### config.mk
export PLATFORM = sky130hd
export DESIGN_NAME = lru_slot_allocator_top
export DESIGN_NICKNAME = d
export VERILOG_FILES = /design/src/rtl/core/lsa_pkg.sv /design/src/rtl/core/lru_slot_allocator_top.sv /design/src/rtl/core/lsa_slot_table.sv /design/src/rtl/core/lsa_victim_scan.sv /design/src/rtl/core/lsa_ctrl.sv
export SDC_FILE = /design/constraint.sdc
export NUM_CORES = 1
export LEC_CHECK = 0
export ABC_CLOCK_PERIOD_IN_PS = 5700
export BUFFER_PORTS_ARGS = -buffer_cell sky130_fd_sc_hd__buf_2
export CORE_MARGIN = 3
export CORE_UTILIZATION = 35
export CTS_CLUSTER_DIAMETER = 150
export DETAILED_ROUTE_END_ITERATION = 8
export PLACE_DENSITY = 0.54
export SYNTH_ARGS = -nofsm -noshare
export SYNTH_HDL_FRONTEND = slang
export SYNTH_SLANG_ARGS = --single-unit
### constraint.sdc
create_clock -name aclk -period 5.7 [get_ports aclk]
set_clock_uncertainty 0.15 [all_clocks]
set_input_delay 0.57 -clock aclk [delete_from_list [all_inputs] [get_ports aclk]]
set_output_delay 0.57 -clock aclk [all_outputs]
set_load 0.1 [all_outputs]
### src/rtl/core/lsa_pkg.sv
`timescale 1ns / 1ps
// ----------------------------------------------------------------------------
// lsa_pkg
// Shared types, sizes and helpers of the LRU slot allocator.
// ----------------------------------------------------------------------------
package lsa_pkg;

    localparam int LAST_SLOT = 15;
    localparam int NSLOTS    = LAST_SLOT + 1;
    localparam int KEY_BYTES = 8;
    localparam int KEY_W     = 64;
    localparam int AGE_W     = 31;
    localparam int SLOT_W    = (NSLOTS > 1) ? $clog2(NSLOTS) : 1;
    localparam int FILL_W    = $clog2(NSLOTS + 1);
    localparam int GRANT_W   = 4;
    localparam int OUT_W     = 8;

    localparam int unsigned AGE_LIMIT = 32'h7FFF_FFFF;
    localparam logic [AGE_W-1:0] RENUM_AT = AGE_W'(AGE_LIMIT - LAST_SLOT - 1);

    typedef enum logic [1:0] {
        ST_IDLE,
        ST_SCAN,
        ST_WRITE
    } state_t;

    typedef struct packed {
        logic              key_we;
        logic              age_we;
        logic [SLOT_W-1:0] addr;
        logic [KEY_W-1:0]  key;
        logic [AGE_W-1:0]  age;
    } tbl_wr_t;

    typedef struct packed {
        logic              en;
        logic              renum;
        logic [SLOT_W-1:0] idx;
    } scan_ctl_t;

    // keep bytes from the top down until the first zero byte or KEY_BYTES
    function automatic logic [KEY_W-1:0] normalize_key(input logic [KEY_W-1:0] k);
        logic [KEY_W-1:0] res;
        logic             live;
        res  = '0;
        live = 1'b1;
        for (int i = 0; i < 8; i++) begin
            if (i >= KEY_BYTES) begin
                live = 1'b0;
            end else if (k[56-8*i +: 8] == 8'h00) begin
                live = 1'b0;
            end
            if (live) begin
                res[56-8*i +: 8] = k[56-8*i +: 8];
            end
        end
        return res;
    endfunction

endpackage

### src/rtl/core/lru_slot_allocator_top.sv
`timescale 1ns / 1ps
// ----------------------------------------------------------------------------
// lru_slot_allocator_top
// Grants each incoming key a slot of a 16-entry LRU table.
// ----------------------------------------------------------------------------
// Input stream s_axis carries one key per request; output stream m_axis
// returns the granted slot with replacement and restamp flags.
// Until all slots are in use a request takes the next free slot and goes
// to ST_WRITE, which raises m_axis_tvalid; the next request waits for ST_IDLE.
// Once the table is full, or when the age counter reaches its restamp
// point, a walk over all 16 slots runs through the shared compare unit,
// one slot per cycle, and the request's write step follows that walk.
// s_axis_tready is high only while the block is idle.
// A result waits in the output register while m_axis_tready is low; the
// next request is still accepted and its write stalls until the
// register is free.
// Reset (aresetn low, synchronous) clears the fill count, age counter and
// output valid; the slot table itself has no reset.
// ----------------------------------------------------------------------------
module lru_slot_allocator_top (
    input  logic        aclk,
    input  logic        aresetn,
    input  logic        s_axis_tvalid,
    output logic        s_axis_tready,
    input  logic [63:0] s_axis_tdata,   // [63:0] new_key
    output logic        m_axis_tvalid,
    input  logic        m_axis_tready,
    output logic [7:0]  m_axis_tdata    // [3:0] granted_slot, [4] was_replacement,
                                        // [5] ages_renumbered, [7:6] zero
);

    lsa_pkg::tbl_wr_t            tbl_wr;
    lsa_pkg::scan_ctl_t          scan_ctl;
    logic [lsa_pkg::KEY_W-1:0]   rd_key;
    logic [lsa_pkg::AGE_W-1:0]   rd_age;
    logic [lsa_pkg::SLOT_W-1:0]  best_idx;

    lsa_ctrl u_ctrl (
        .aclk     (aclk),
        .aresetn  (aresetn),
        .s_tvalid (s_axis_tvalid),
        .s_tready (s_axis_tready),
        .s_tdata  (s_axis_tdata),
        .m_tvalid (m_axis_tvalid),
        .m_tready (m_axis_tready),
        .m_tdata  (m_axis_tdata),
        .tbl_wr   (tbl_wr),
        .scan_ctl (scan_ctl),
        .best_idx (best_idx)
    );

    lsa_slot_table u_table (
        .aclk   (aclk),
        .wr     (tbl_wr),
        .rd_idx (scan_ctl.idx),
        .rd_key (rd_key),
        .rd_age (rd_age)
    );

    lsa_victim_scan u_scan (
        .aclk     (aclk),
        .aresetn  (aresetn),
        .ctl      (scan_ctl),
        .rd_key   (rd_key),
        .rd_age   (rd_age),
        .best_idx (best_idx)
    );

endmodule

### src/rtl/core/lsa_slot_table.sv
`timescale 1ns / 1ps
// ----------------------------------------------------------------------------
// lsa_slot_table
// Key and age storage of all slots, one write port and one read port.
// ----------------------------------------------------------------------------
module lsa_slot_table (
    input  logic                          aclk,
    input  lsa_pkg::tbl_wr_t              wr,
    input  logic [lsa_pkg::SLOT_W-1:0]    rd_idx,
    output logic [lsa_pkg::KEY_W-1:0]     rd_key,
    output logic [lsa_pkg::AGE_W-1:0]     rd_age
);

    logic [lsa_pkg::KEY_W-1:0] key_reg [lsa_pkg::NSLOTS];
    logic [lsa_pkg::AGE_W-1:0] age_reg [lsa_pkg::NSLOTS];

    // slots are filled in order before any scan reads them
    always_ff @(posedge aclk) begin
        if (wr.key_we) begin
            key_reg[wr.addr] <= wr.key;
        end
        if (wr.age_we) begin
            age_reg[wr.addr] <= wr.age;
        end
    end

    assign rd_key = key_reg[rd_idx];
    assign rd_age = age_reg[rd_idx];

endmodule

### src/rtl/core/lsa_victim_scan.sv
`timescale 1ns / 1ps
// ----------------------------------------------------------------------------
// lsa_victim_scan
// Shared compare unit: walks one slot per cycle, tracks first empty slot or
// the oldest age (lowest index on ties).
// ----------------------------------------------------------------------------
module lsa_victim_scan (
    input  logic                          aclk,
    input  logic                          aresetn,
    input  lsa_pkg::scan_ctl_t            ctl,
    input  logic [lsa_pkg::KEY_W-1:0]     rd_key,
    input  logic [lsa_pkg::AGE_W-1:0]     rd_age,
    output logic [lsa_pkg::SLOT_W-1:0]    best_idx
);

    logic [lsa_pkg::SLOT_W-1:0] best_idx_reg;
    logic [lsa_pkg::AGE_W-1:0]  best_age_reg;
    logic                       found_reg;
    logic [lsa_pkg::AGE_W-1:0]  age_eff;
    logic                       empty;

    // during a restamp pass the slot's age is its index plus one
    assign age_eff = ctl.renum ? (lsa_pkg::AGE_W'(ctl.idx) + lsa_pkg::AGE_W'(1)) : rd_age;
    assign empty   = (rd_key[lsa_pkg::KEY_W-1 -: 8] == 8'h00);

    always_ff @(posedge aclk) begin
        if (!aresetn) begin
            found_reg <= 1'b0;
        end else if (ctl.en) begin
            if (ctl.idx == '0) begin
                found_reg    <= empty;
                best_idx_reg <= '0;
                best_age_reg <= age_eff;
            end else if (!found_reg) begin
                if (empty) begin
                    found_reg    <= 1'b1;
                    best_idx_reg <= ctl.idx;
                end else if (age_eff < best_age_reg) begin
                    best_idx_reg <= ctl.idx;
                    best_age_reg <= age_eff;
                end
            end
        end
    end

    assign best_idx = best_idx_reg;

endmodule

### src/rtl/core/lsa_ctrl.sv
`timescale 1ns / 1ps
// ----------------------------------------------------------------------------
// lsa_ctrl
// Sequencer: request intake, restamp/scan walk, slot write and result register.
// ----------------------------------------------------------------------------
module lsa_ctrl (
    input  logic                          aclk,
    input  logic                          aresetn,
    input  logic                          s_tvalid,
    output logic                          s_tready,
    input  logic [lsa_pkg::KEY_W-1:0]     s_tdata,
    output logic                          m_tvalid,
    input  logic                          m_tready,
    output logic [lsa_pkg::OUT_W-1:0]     m_tdata,
    output lsa_pkg::tbl_wr_t              tbl_wr,
    output lsa_pkg::scan_ctl_t            scan_ctl,
    input  logic [lsa_pkg::SLOT_W-1:0]    best_idx
);

    lsa_pkg::state_t             state_reg, state_next;
    logic [lsa_pkg::SLOT_W-1:0]  idx_reg, idx_next;
    logic [lsa_pkg::FILL_W-1:0]  fill_reg, fill_next;
    logic [lsa_pkg::AGE_W-1:0]   age_ctr_reg, age_ctr_next;
    logic [lsa_pkg::KEY_W-1:0]   key_reg, key_next;
    logic                        renum_reg, renum_next;
    logic                        full_reg, full_next;
    logic                        m_valid_reg, m_valid_next;
    logic [lsa_pkg::OUT_W-1:0]   m_data_reg, m_data_next;
    logic [lsa_pkg::SLOT_W-1:0]  slot;
    logic [lsa_pkg::AGE_W-1:0]   new_age;

    assign slot    = full_reg ? best_idx : fill_reg[lsa_pkg::SLOT_W-1:0];
    assign new_age = age_ctr_reg + lsa_pkg::AGE_W'(1);

    always_ff @(posedge aclk) begin
        if (!aresetn) begin
            state_reg   <= lsa_pkg::ST_IDLE;
            fill_reg    <= '0;
            age_ctr_reg <= '0;
            m_valid_reg <= 1'b0;
        end else begin
            state_reg   <= state_next;
            fill_reg    <= fill_next;
            age_ctr_reg <= age_ctr_next;
            m_valid_reg <= m_valid_next;
        end
    end

    always_ff @(posedge aclk) begin
        idx_reg    <= idx_next;
        key_reg    <= key_next;
        renum_reg  <= renum_next;
        full_reg   <= full_next;
        m_data_reg <= m_data_next;
    end

    always_comb begin
        state_next   = state_reg;
        idx_next     = idx_reg;
        fill_next    = fill_reg;
        age_ctr_next = age_ctr_reg;
        key_next     = key_reg;
        renum_next   = renum_reg;
        full_next    = full_reg;
        m_valid_next = m_valid_reg;
        m_data_next  = m_data_reg;
        s_tready     = 1'b0;
        tbl_wr       = '0;
        scan_ctl.en    = 1'b0;
        scan_ctl.renum = renum_reg;
        scan_ctl.idx   = idx_reg;

        if (m_valid_reg && m_tready) begin
            m_valid_next = 1'b0;
        end

        unique case (state_reg)
            lsa_pkg::ST_IDLE: begin
                s_tready = 1'b1;
                if (s_tvalid) begin
                    key_next   = lsa_pkg::normalize_key(s_tdata);
                    renum_next = (age_ctr_reg >= lsa_pkg::RENUM_AT);
                    full_next  = (fill_reg > lsa_pkg::FILL_W'(lsa_pkg::LAST_SLOT));
                    idx_next   = '0;
                    if ((age_ctr_reg >= lsa_pkg::RENUM_AT)
                        || (fill_reg > lsa_pkg::FILL_W'(lsa_pkg::LAST_SLOT))) begin
                        state_next = lsa_pkg::ST_SCAN;
                    end else begin
                        state_next = lsa_pkg::ST_WRITE;
                    end
                end
            end
            lsa_pkg::ST_SCAN: begin
                scan_ctl.en = 1'b1;
                if (renum_reg) begin
                    tbl_wr.age_we = 1'b1;
                    tbl_wr.addr   = idx_reg;
                    tbl_wr.age    = lsa_pkg::AGE_W'(idx_reg) + lsa_pkg::AGE_W'(1);
                end
                idx_next = idx_reg + lsa_pkg::SLOT_W'(1);
                if (idx_reg == lsa_pkg::SLOT_W'(lsa_pkg::LAST_SLOT)) begin
                    state_next = lsa_pkg::ST_WRITE;
                    if (renum_reg) begin
                        age_ctr_next = lsa_pkg::AGE_W'(lsa_pkg::NSLOTS);
                    end
                end
            end
            lsa_pkg::ST_WRITE: begin
                if (!m_valid_reg || m_tready) begin
                    tbl_wr.key_we = 1'b1;
                    tbl_wr.age_we = 1'b1;
                    tbl_wr.addr   = slot;
                    tbl_wr.key    = key_reg;
                    tbl_wr.age    = new_age;
                    age_ctr_next  = new_age;
                    if (!full_reg) begin
                        fill_next = fill_reg + lsa_pkg::FILL_W'(1);
                    end
                    m_valid_next = 1'b1;
                    m_data_next  = {{(lsa_pkg::OUT_W - lsa_pkg::GRANT_W - 2){1'b0}},
                                    renum_reg, full_reg, lsa_pkg::GRANT_W'(slot)};
                    state_next   = lsa_pkg::ST_IDLE;
                end
            end
            default: begin
                state_next = lsa_pkg::ST_IDLE;
            end
        endcase
    end

    assign m_tvalid = m_valid_reg;
    assign m_tdata  = m_data_reg;

    a_fill_bound: assert property (@(posedge aclk) disable iff (!aresetn)
        fill_reg <= lsa_pkg::FILL_W'(lsa_pkg::NSLOTS))
        else $error("fill count beyond slot count");

    a_age_bound: assert property (@(posedge aclk) disable iff (!aresetn)
        age_ctr_reg <= lsa_pkg::RENUM_AT)
        else $error("age counter passed restamp threshold");

    a_result_from_write: assert property (@(posedge aclk) disable iff (!aresetn)
        $rose(m_valid_reg) |-> $past(state_reg == lsa_pkg::ST_WRITE))
        else $error("result raised outside write step");

    a_scan_blocks_intake: assert property (@(posedge aclk) disable iff (!aresetn)
        (state_reg == lsa_pkg::ST_SCAN) |=> !(s_tvalid && s_tready)
            || (state_reg == lsa_pkg::ST_IDLE))
        else $error("request taken during scan");

endmodule
Yosys cells after proc, flatten, opt, wreduce, memory -nomap -nowiden
Memories as Yosys holds them, arrays and structs flattened. A register that Yosys moved wholly into a read port is not among the register bits. Cells that the tools add are included.

Output and inout port bits: 10. Bits of input ports: 68. Bits in writable memories: 1520. Bits in registers: 151. Word-level logic and storage cells: 130. Memories: 2.

Memories: u_table.key_reg (words 16, width 64, rd ports 1, clocked after Yosys merged registers in 1, wr ports 1, line lsa_slot_table.sv:14) `logic [lsa_pkg::KEY_W-1:0] key_reg [lsa_pkg::NSLOTS];`; u_table.age_reg (words 16, width 31, rd ports 1, clocked after Yosys merged registers in 1, wr ports 1, line lsa_slot_table.sv:15) `logic [lsa_pkg::AGE_W-1:0] age_reg [lsa_pkg::NSLOTS];`.

Muxes and demuxes: 65. Bitwise logic cells: 1. Magnitude comparators: 3. Reduce and logical (&&, ||, !) cells: 27. Add/sub/neg operators: 4. Eq/ne operators: 9.

Operator list (count): $mux W31 (9); $pmux W31 S2 (2); $mux W101 (1); $logic_not A8 Y1 (9); $mux W64 (1); $mux W1 (37); $add A31 B1 Y31 const B (1); $ge A31 B31 Y1 const B (1); $lt A31 B31 Y1 (1); $mux W4 (7); $pmux W5 S2 (1); $mux W2 (4); $pmux W4 S2 (1); $reduce_and A4 Y1 (2); $ne A2 B1 Y1 const B (3); $ne A2 B2 Y1 const B (3); $pmux W2 S3 (1); $reduce_and A2 Y1 (3); $reduce_and A3 Y1 (2); $reduce_bool A2 Y1 (3); $add A4 B1 Y5 const B (1); $add A5 B1 Y5 const B (1); $gt A5 B4 Y1 const B (1); $mux W5 (1); other kinds (12) (13).

Logic depth before layout (Yosys ltp)
Gate-level depths: netlist (run 1).

Depth after elaboration: 25. Mapped depth: 15. Mapped depth without buffers: 12.

Modules after synthesis
From an unflattened synthesis (run 1), not the netlist that was laid out.

Cell total of the unflattened synthesis: 3276. Area, all modules: 65663.0 µm².

Modules (own cells, without submodules): lsa_slot_table (times used 1, cells each 2364, area an instance 56897.1 µm²); lsa_ctrl (times used 1, cells each 704, area an instance 6545.0 µm²); lsa_victim_scan (times used 1, cells each 208, area an instance 2220.9 µm²).

Worst setup path after synthesis (run 1)
Ideal clock, no wire load.

Path kind: register -> register. From: register with a tool-made name. To: register u_scan.best_age_reg[0] (netlist bit) (enable). Library setup time: 0.458 ns. Path slack: -0.232 ns. Buffers on the path: 2. Data arrival time: 5.324 ns. Cell stages (with the launch flop): 14. Cell sequence: dfxtp_1 > buf_2 > buf_1 > mux4_2 > mux4_2 > and2_1 > ha_1 > a211oi_1 > o211ai_1 > a31oi_1 > nor2b_1 > o311ai_0 > o21ai_0 > nor3_1.

RTL lines: end signal, assigned (line lsa_victim_scan.sv:33) `best_age_reg <= age_eff;`; end signal, assigned (line lsa_victim_scan.sv:40) `best_age_reg <= age_eff;`; end, declared (line lsa_victim_scan.sv:17) `logic [lsa_pkg::AGE_W-1:0] best_age_reg;`.

==> reports/results.ini, run 1 <==
[pwr]
pwr-share-comb_pct = 12.7
powerDensity_nw_per_um2 = 374
intPower_uw = 9240
ir_worst_vdd_v = 0.000255
netSwitchingPower_uw = 3090
power.share.switching_pct = 25.1
p_seq_share_pct = 48.9
p_clk_share_pct = 38.4
leakage_uw = 0.00977

[sta]
setup_slack_ps = 604
setup_viol = 0
slew_headroom_pct = 15.0
min_period_over_period_pct = 89.4
rsz0062_at_grt = no
drv_slew = 0
hold_viol_final = 0
timing.fmax_mhz = 196
tightest_slew_ps = 1280
fin_hold_ws_ps = 154
tns_ps = 0
min_period_ps = 5100

[placement]
dp_slack_ps = 552
io_buffers = 19
post-dp-hpwl_um = 39700
place_congestion = 0.806

[finish]
multi_input_area_um2 = 7060
fin_nets = 1771
largest_reg_flops = 496
fill_cells = 7181
final_cell_mix = edfxtp_1 (679), mux4_2 (152), nor2_1 (80), clkbuf_16 (77), nand2_1 (76)
layout.area.seq_um2 = 21300
area.growth.synth_to_final_pct = 14.7
drive_gt1_share_pct = 21.4
final_common_cell = edfxtp_1
antenna_cells = 0

[yosys]
netlist.area_leader.share_pct = 70.9
synthSimpleGateAreaFrac_pct = 6.72
synth_xor_area_share_pct = 1.04
ys_seq_area_share_pct = 73.9
synth_edf_count = 679
netlist_area_um2 = 28800
yosys.cell_types.count = 60
synth_area_leader_cell = edfxtp_1
synthArstFlopShare_pct = 0
ys_warn_count = 0
synthMuxAreaShare_pct = 12.2
dominantRegCellSynth = edfxtp_1
avgSynthCellArea_um2 = 18.2
synth_top_family_by_area = multiplexers
synth_fa_ha_area_share_pct = 1.65
postSynthCellCount = 1580
ys_seq_elements = 723
synth.area.top_cells = edfxtp_1 (71%), mux4_2 (12%), dfxtp_1 (3.1%)
synth-compound-area-share_pct = 2.39

[clock_tree]
cts_hold_buf = 8
htreeDepth = 3
cts_made_buffers = 77
cts_root_buffer = clkbuf_16
post_cts_buffers = 0
clock_latency_ps = 630
cts_tree = built
ctsLongestPathBuffers = 3
cts.sinks = 723
path_clk_slew_ps = 60
cts_resized = 0

[routing]
drt-pass1-iter-count = 7
wire_per_inst_um = 24.2
postRouteAntennaNets = 0
vias = 14686
routed_wl_um = 67500
route.detailed.drc = 0
drt_iter0_drc = 1355
via_per_inst = 5.27

[outcome]
status = complete, no violations

[worst_setup_path]
start_kind = register
cp-end-kind = register
path_max_fanout = 36
critical_path_class = register to register
cp_data_arrival_time_ps = 5210
path_cells = buf_12, mux4_2, mux4_2, and2_1, ha_1, a21oi_1, nor2_1, a2111oi_0, a21oi_1, nor2_1, o21ai_0, buf_4, a211oi_1
cp_data_required_time_ps = 5810
max_stage_delay_ps = 790
cp_slowest_cell = dfxtp_4

[floorplan]
fp.coreArea_um2 = 80900
die_h_um = 293
dieArea_um2 = 85700
pin_count = 78
fp-row-count = 104
die_w_um = 293
start_util_pct = 35.5

[grt]
grtUsageTotal_pct = 15.8
grt_pass1_wl_um = 100000
antenna_found_initial = 0
grt_pass1_vias = 15175
grt_overflow = 0
grt_start_max_net_pins = 37

[worst_hold_path]
min_path_type = input port to register

[job]
max-cap-violations = 0

-- layer usage --
metal	share of wire [%]	vias to the layer above	wire [µm]	track usage, %
met5	0	-	0	0
met4	1.8	0	1230	3.87
met3	4.3	97	2890	2.43
met2	49	372	32800	26.0
met1	45	7763	30600	22.4
li1	-	6454	-	-
-- per-stage QoR --
stage / utilization (%) / area [µm²] / total power, µW / cells
after floorplan: - / 28800 / 7200 / 1581
after global placement: 37.7 / 30500 / 7720 / 2638
after detailed placement: 37.7 / 30500 / 7730 / 2638
after CTS: 40.8 / 33000 / 12500 / 2785
after global routing: 40.8 / 33000 / 12800 / 2785
final: 40.8 / 33000 / 12300 / 2785
-- synthesized netlist by cell type, types with 5 or more instances --
cell,instances
nor2_1,95
dfxtp_1,44
a211oi_1,6
nand2b_1,9
a21o_1,5
buf_1,5
mux2_2,5
edfxtp_1,679
nand4_1,23
clkbuf_1,46
nor2b_1,7
mux4_2,152
a21oi_1,46
nor4_1,33
o21ai_1,5
xor2_1,24
ha_1,38
and3_1,14
inv_1,44
nor3_1,33
buf_6,8
a22oi_1,6
and2_1,30
nand2_1,76
o21ai_0,24
buf_2,18
xnor2_1,10
nand3_1,34
-- cell type report --
class                           count  share of cell area [%]
Multi-Input combinational cell    731                    21.4
Timing Repair Buffer               87                    2.31
Inverter                           45                   0.512
Sequential cell                   723                    64.5
Clock buffer                       98                    6.08
Tap cell                         1060                    4.02
Clock inverter                     41                    1.16
-- power by group through the flow --
stage	sequential [µW]	clock (µW)	combinational [µW]
6_report	6030	4730	1560
5_1_grt	6050	5070	1700
4_1_cts	6040	4850	1590
3_5_place_dp	6150	0	1580
3_3_place_gp	6140	0	1570
2_1_floorplan	6130	0	1070
-- cell families (layout without fill, tap and decap cells) --
group | after synthesis | count (layout)
and+or+nand+nor | 380 | 380
other | 1 | 2
buffers and inverters | 127 | 271
muxes | 161 | 161
adders and majority gates | 38 | 38
xor gates and xnor gates | 34 | 34
DFF | 723 | 723
AOI/OAI and AO/OA | 116 | 116
-- worst max-delay path, delay by kind of cell (launching register included) --
kind,cells,cell delay [ps]
mux,2,1010
fa+ha+maj,1,310
buf+inv,2,540
simple gates,3,470
flops,1,790
compound gates,5,1380
-- worst paths after layout --
check	start	endpoint	slack [ps]	depth (start not counted)
setup / recovery	register	u_scan.best_idx[2]	600	13
setup reg to reg	register	u_scan.best_idx[2]	600	13
hold / removal	aresetn	u_scan.found_reg	150	2
hold reg to reg	u_ctrl.state_reg[0]	u_ctrl.state_reg[0]	340	2
No activity file was read; power rests on OpenSTA's default activity.
==> run 2, diff against run 1 <==
- CORE_ASPECT_RATIO: not set -> 0.7
- PLACE_DENSITY: 0.54 -> not set
==> reports/results.ini, run 2 (same netlist as run 1, synthesis figures left out) <==
[finish]
final_common_cell = edfxtp_1
post-route-util_pct = 40.4
area.growth.synth_to_final_pct = 13.8
final_cell_mix = edfxtp_1 (679), mux4_2 (152), nor2_1 (80), nand2_1 (76), clkbuf_16 (67)
fin_nets = 1760
largest_reg_flops = 496
drive_gt1_share_pct = 21.4
fill_cells = 7222

[grt]
grt_overflow = 0
grt_pass1_vias = 14575
grtUsageTotal_pct = 15.2
antenna_found_initial = 2
grt_start_max_net_pins = 39
grt_pass1_wl_um = 96600

[worst_setup_path]
path_cells = buf_12, mux4_2, mux4_2, and2_1, ha_1, nand4_1, nor2_1, a2111oi_0, nand3_1, a21oi_1, o21ai_0, a211oi_1
path_max_fanout = 27
cp_data_arrival_time_ps = 5490
critical_path_class = register to register
start_kind = register
cp-end-kind = register
cp_data_required_time_ps = 5770
cp_slowest_cell = dfxtp_4
max_stage_delay_ps = 730
crit_top_cell = mux4_2

[clock_tree]
path_clk_slew_ps = 70
htreeDepth = 3
cts_made_buffers = 66
post_cts_buffers = 0
clock_latency_ps = 600
ctsLongestPathBuffers = 3
cts_root_buffer = clkbuf_16
cts.sinks = 723
cts_tree = built

[placement]
io_buffers = 19
place_congestion = 0.803
post-dp-hpwl_um = 38700

[sta]
fin_hold_ws_ps = 145
tns_ps = 0
timing.fmax_mhz = 184
min_period_over_period_pct = 95.1
drv_slew = 0
min_period_ps = 5420
tightest_slew_ps = 1270
setup_viol = 0
hold_viol_final = 0
slew_headroom_pct = 14.6
rsz0062_at_grt = no

[pwr]
p_clk_share_pct = 36.8
p_seq_share_pct = 50.0
powerDensity_nw_per_um2 = 367
netSwitchingPower_uw = 2950
ir_worst_vdd_v = 0.000201
pwr-share-comb_pct = 13.2
power.share.switching_pct = 24.5
intPower_uw = 9070
leakage_uw = 0.00966

[floorplan]
fp.coreArea_um2 = 81000
pin_count = 78
start_util_pct = 35.5
die_h_um = 246
die_w_um = 349
dieArea_um2 = 85700
fp-row-count = 87

[job]
max-cap-violations = 0

[routing]
via_per_inst = 5.32
routed_wl_um = 65500
drt_iter0_drc = 1720
route.detailed.drc = 0
drt-pass1-iter-count = 5
vias = 14775
postRouteAntennaNets = 0
wire_per_inst_um = 23.6

[worst_hold_path]
min_path_type = input port to register

[outcome]
status = complete, no violations

==> run 2: changes by cell type in the layout (fill, tap and decap cells not counted), sizes merged <==
cell | before | now
clkbuf | 98 | 83
clkinv | 34 | 24
bufinv | 3 | 7
clkinvlp | 0 | 1
diode | 0 | 1
inv | 49 | 50
==> run 2: final timing paths <==
kind                  startpoint                      to  slack, ps  cells past startpoint
min                      aresetn  u_ctrl.age_ctr_reg[28]        140                      2
max                     register      u_scan.best_idx[0]        280                     12
min reg2reg  u_ctrl.state_reg[0]     u_ctrl.state_reg[0]        330                      2
max reg2reg             register      u_scan.best_idx[0]        280                     12
==> run 2: critical path: cells and delay by family (launching register included) <==
family                     cells  cell delay, ps
DFF                            1             730
and+or+nand+nor                4             570
muxes                          2            1080
AOI/OAI and AO/OA              4            1870
buffers and inverters          1             320
adders and majority gates      1             310
==> run 2: metrics by stage <==
step           setup slack, ps  area [µm²]  power, µW  std cells
2_1_floorplan              689       28800       7200       1581
3_3_place_gp               312       30500       7700       2646
3_5_place_dp               307       30500       7720       2646
4_1_cts                    294       32700      12100       2774
5_1_grt                   82.8       32700      12500       2775
6_report                   280       32700      12000       2775
==> run 2: layout make-up <==
cell class                 count  area [µm²]  area share [%]
antenna                        1        2.50         0.00764
clock buffer                  83        1740            5.30
clock inverter                37         400            1.22
inverter                      45         169           0.516
multi-input combinational    731        7060            21.6
sequential                   723       21300            65.0
tap                         1068        1340            4.08
timing repair buffer          87         763            2.33
==> run 2: power by group through the flow <==
stage / clock, µW / sequential [µW] / combinational, µW
2_1_floorplan: 0 / 6130 / 1070
3_3_place_gp: 0 / 6120 / 1570
6_report: 4420 / 6010 / 1580
4_1_cts: 4520 / 6010 / 1600
5_1_grt: 4740 / 6020 / 1710
3_5_place_dp: 0 / 6130 / 1590
==> run 2: layer usage <==
metal / wire (µm) / track usage, % / vias up
li1: - / - / 6421
met1: 30800 / 23.4 / 7716
met2: 28500 / 21.8 / 533
met3: 4840 / 3.29 / 105
met4: 1300 / 3.77 / 0
met5: 0 / 0 / -
==> run 2: what timing repair did <==
action,CTS,global route
hold buffers,8,0
resized for setup,0,0
hold endpoints to repair,8,0
==> run 3, diff against run 2 <==
- CORE_ASPECT_RATIO: 0.7 -> 0.5
==> reports/results.ini, run 3 (same netlist as run 1, synthesis figures left out) <==
[clock_tree]
ctsLongestPathBuffers = 3
clock_latency_ps = 610
path_clk_slew_ps = 70
cts_resized = 0
cts_made_buffers = 69
cts_root_buffer = clkbuf_16
cts_tree = built
cts.sinks = 723
htreeDepth = 3
cts_hold_buf = 8
post_cts_buffers = 0

[worst_setup_path]
start_kind = register
path_max_fanout = 18
critical_path_class = register to register
cp-end-kind = register
path_cells = buf_4, mux4_2, mux4_2, and2_1, ha_1, a211oi_1, o211ai_1, a31oi_1, nor2b_1, o311ai_0, o21ai_0, buf_4, a211oi_1
cp_data_arrival_time_ps = 5210
cp_slowest_cell = dfxtp_4
max_stage_delay_ps = 650
cp_data_required_time_ps = 5790

[finish]
final_cell_mix = edfxtp_1 (679), mux4_2 (152), nor2_1 (80), nand2_1 (76), clkbuf_16 (69)
multi_input_area_um2 = 7060
largest_reg_flops = 496
fin_nets = 1756
layout.area.seq_um2 = 21300
area.growth.synth_to_final_pct = 13.4
fin_area_um2 = 32600
fill_cells = 7230
drive_gt1_share_pct = 21.0
final_common_cell = edfxtp_1

[routing]
postRouteAntennaNets = 0
drt-pass1-iter-count = 5
route.detailed.drc = 0
vias = 14587
drt_iter0_drc = 1649
via_per_inst = 5.23
routed_wl_um = 64600
wire_per_inst_um = 23.2

[sta]
rsz0062_at_grt = no
tns_ps = 0
drv_slew = 0
tightest_slew_ps = 1280
hold_viol_final = 0
min_period_over_period_pct = 89.9
min_period_ps = 5130
timing.fmax_mhz = 195
slew_headroom_pct = 14.5
setup_viol = 0

[grt]
grtUsageTotal_pct = 15.1
grt_start_max_net_pins = 47
antenna_found_initial = 0
grt_pass1_vias = 14651
grt_pass1_wl_um = 96700
grt_overflow = 0

[placement]
place_congestion = 0.802
post-dp-hpwl_um = 37500
placed_area_um2 = 30500
io_buffers = 19

[floorplan]
fp.coreArea_um2 = 80400
fp-row-count = 73
start_util_pct = 35.8
die_h_um = 209
dieArea_um2 = 85900
die_w_um = 411
pin_count = 78

[worst_hold_path]
min_path_type = input port to register

[job]
max-cap-violations = 0

[pwr]
leakage_uw = 0.00957
ir_worst_vdd_v = 0.000203
powerDensity_nw_per_um2 = 363

[outcome]
status = complete, no violations

==> run 3: layer usage <==
metal | vias up | GRT usage (%) | wire, µm
met4 | 0 | 3.31 | 1140
met5 | - | 0 | 0
li1 | 6428 | - | -
met1 | 7600 | 22.7 | 30000
met2 | 477 | 22.9 | 29600
met3 | 82 | 2.59 | 3820
==> run 3: layout make-up <==
type,count,share of cell area (%)
inverters,45,0.518
diodes,1,0.00767
flip-flops and latches,723,65.2
well taps,1087,4.17
multi-input cells,731,21.6
clock inverters,40,0.916
repair buffers,80,2.06
clock buffers,83,5.48
==> run 3: final timing paths <==
path | start | endpoint | slack, ps | cells past startpoint
min | aresetn | u_ctrl.age_ctr_reg[28] | 150 | 2
max reg2reg | register | u_scan.best_idx[2] | 570 | 13
min reg2reg | u_ctrl.state_reg[0] | u_ctrl.state_reg[0] | 340 | 2
max | register | u_scan.best_idx[2] | 570 | 13
==> run 3: stage by stage <==
step	total power [µW]	util (%)	cells	hold slack [ps]	setup WS [ps]
final	11800	40.6	2790	148	574
after global routing	12300	40.6	2789	143	327
after CTS	11900	40.6	2789	122	444
after detailed placement	7680	37.9	2658	325	459
after global placement	7670	37.9	2658	321	391
after floorplan	7200	-	1581	299	689
==> run 3: critical path, delay by kind of cell, from the launching register on <==
kind                     cells  cell delay [ps]
multiplexers                 2             1050
flip-flops                   1              650
AND/OR/NAND/NOR              2              260
buffers and inverters        2              470
adder cells (fa/ha/maj)      1              310
AO/OA/AOI/OAI                6             1830
==> run 3: power by group <==
| part | leakage, µW | switching (µW) | internal [µW] |
|---|---|---|---|
| combinational | 0.00248 | 887 | 630 |
| clock | 0.00101 | 1960 | 2310 |
| sequential | 0.00608 | 112 | 5930 |
| total | 0.00957 | 2960 | 8870 |
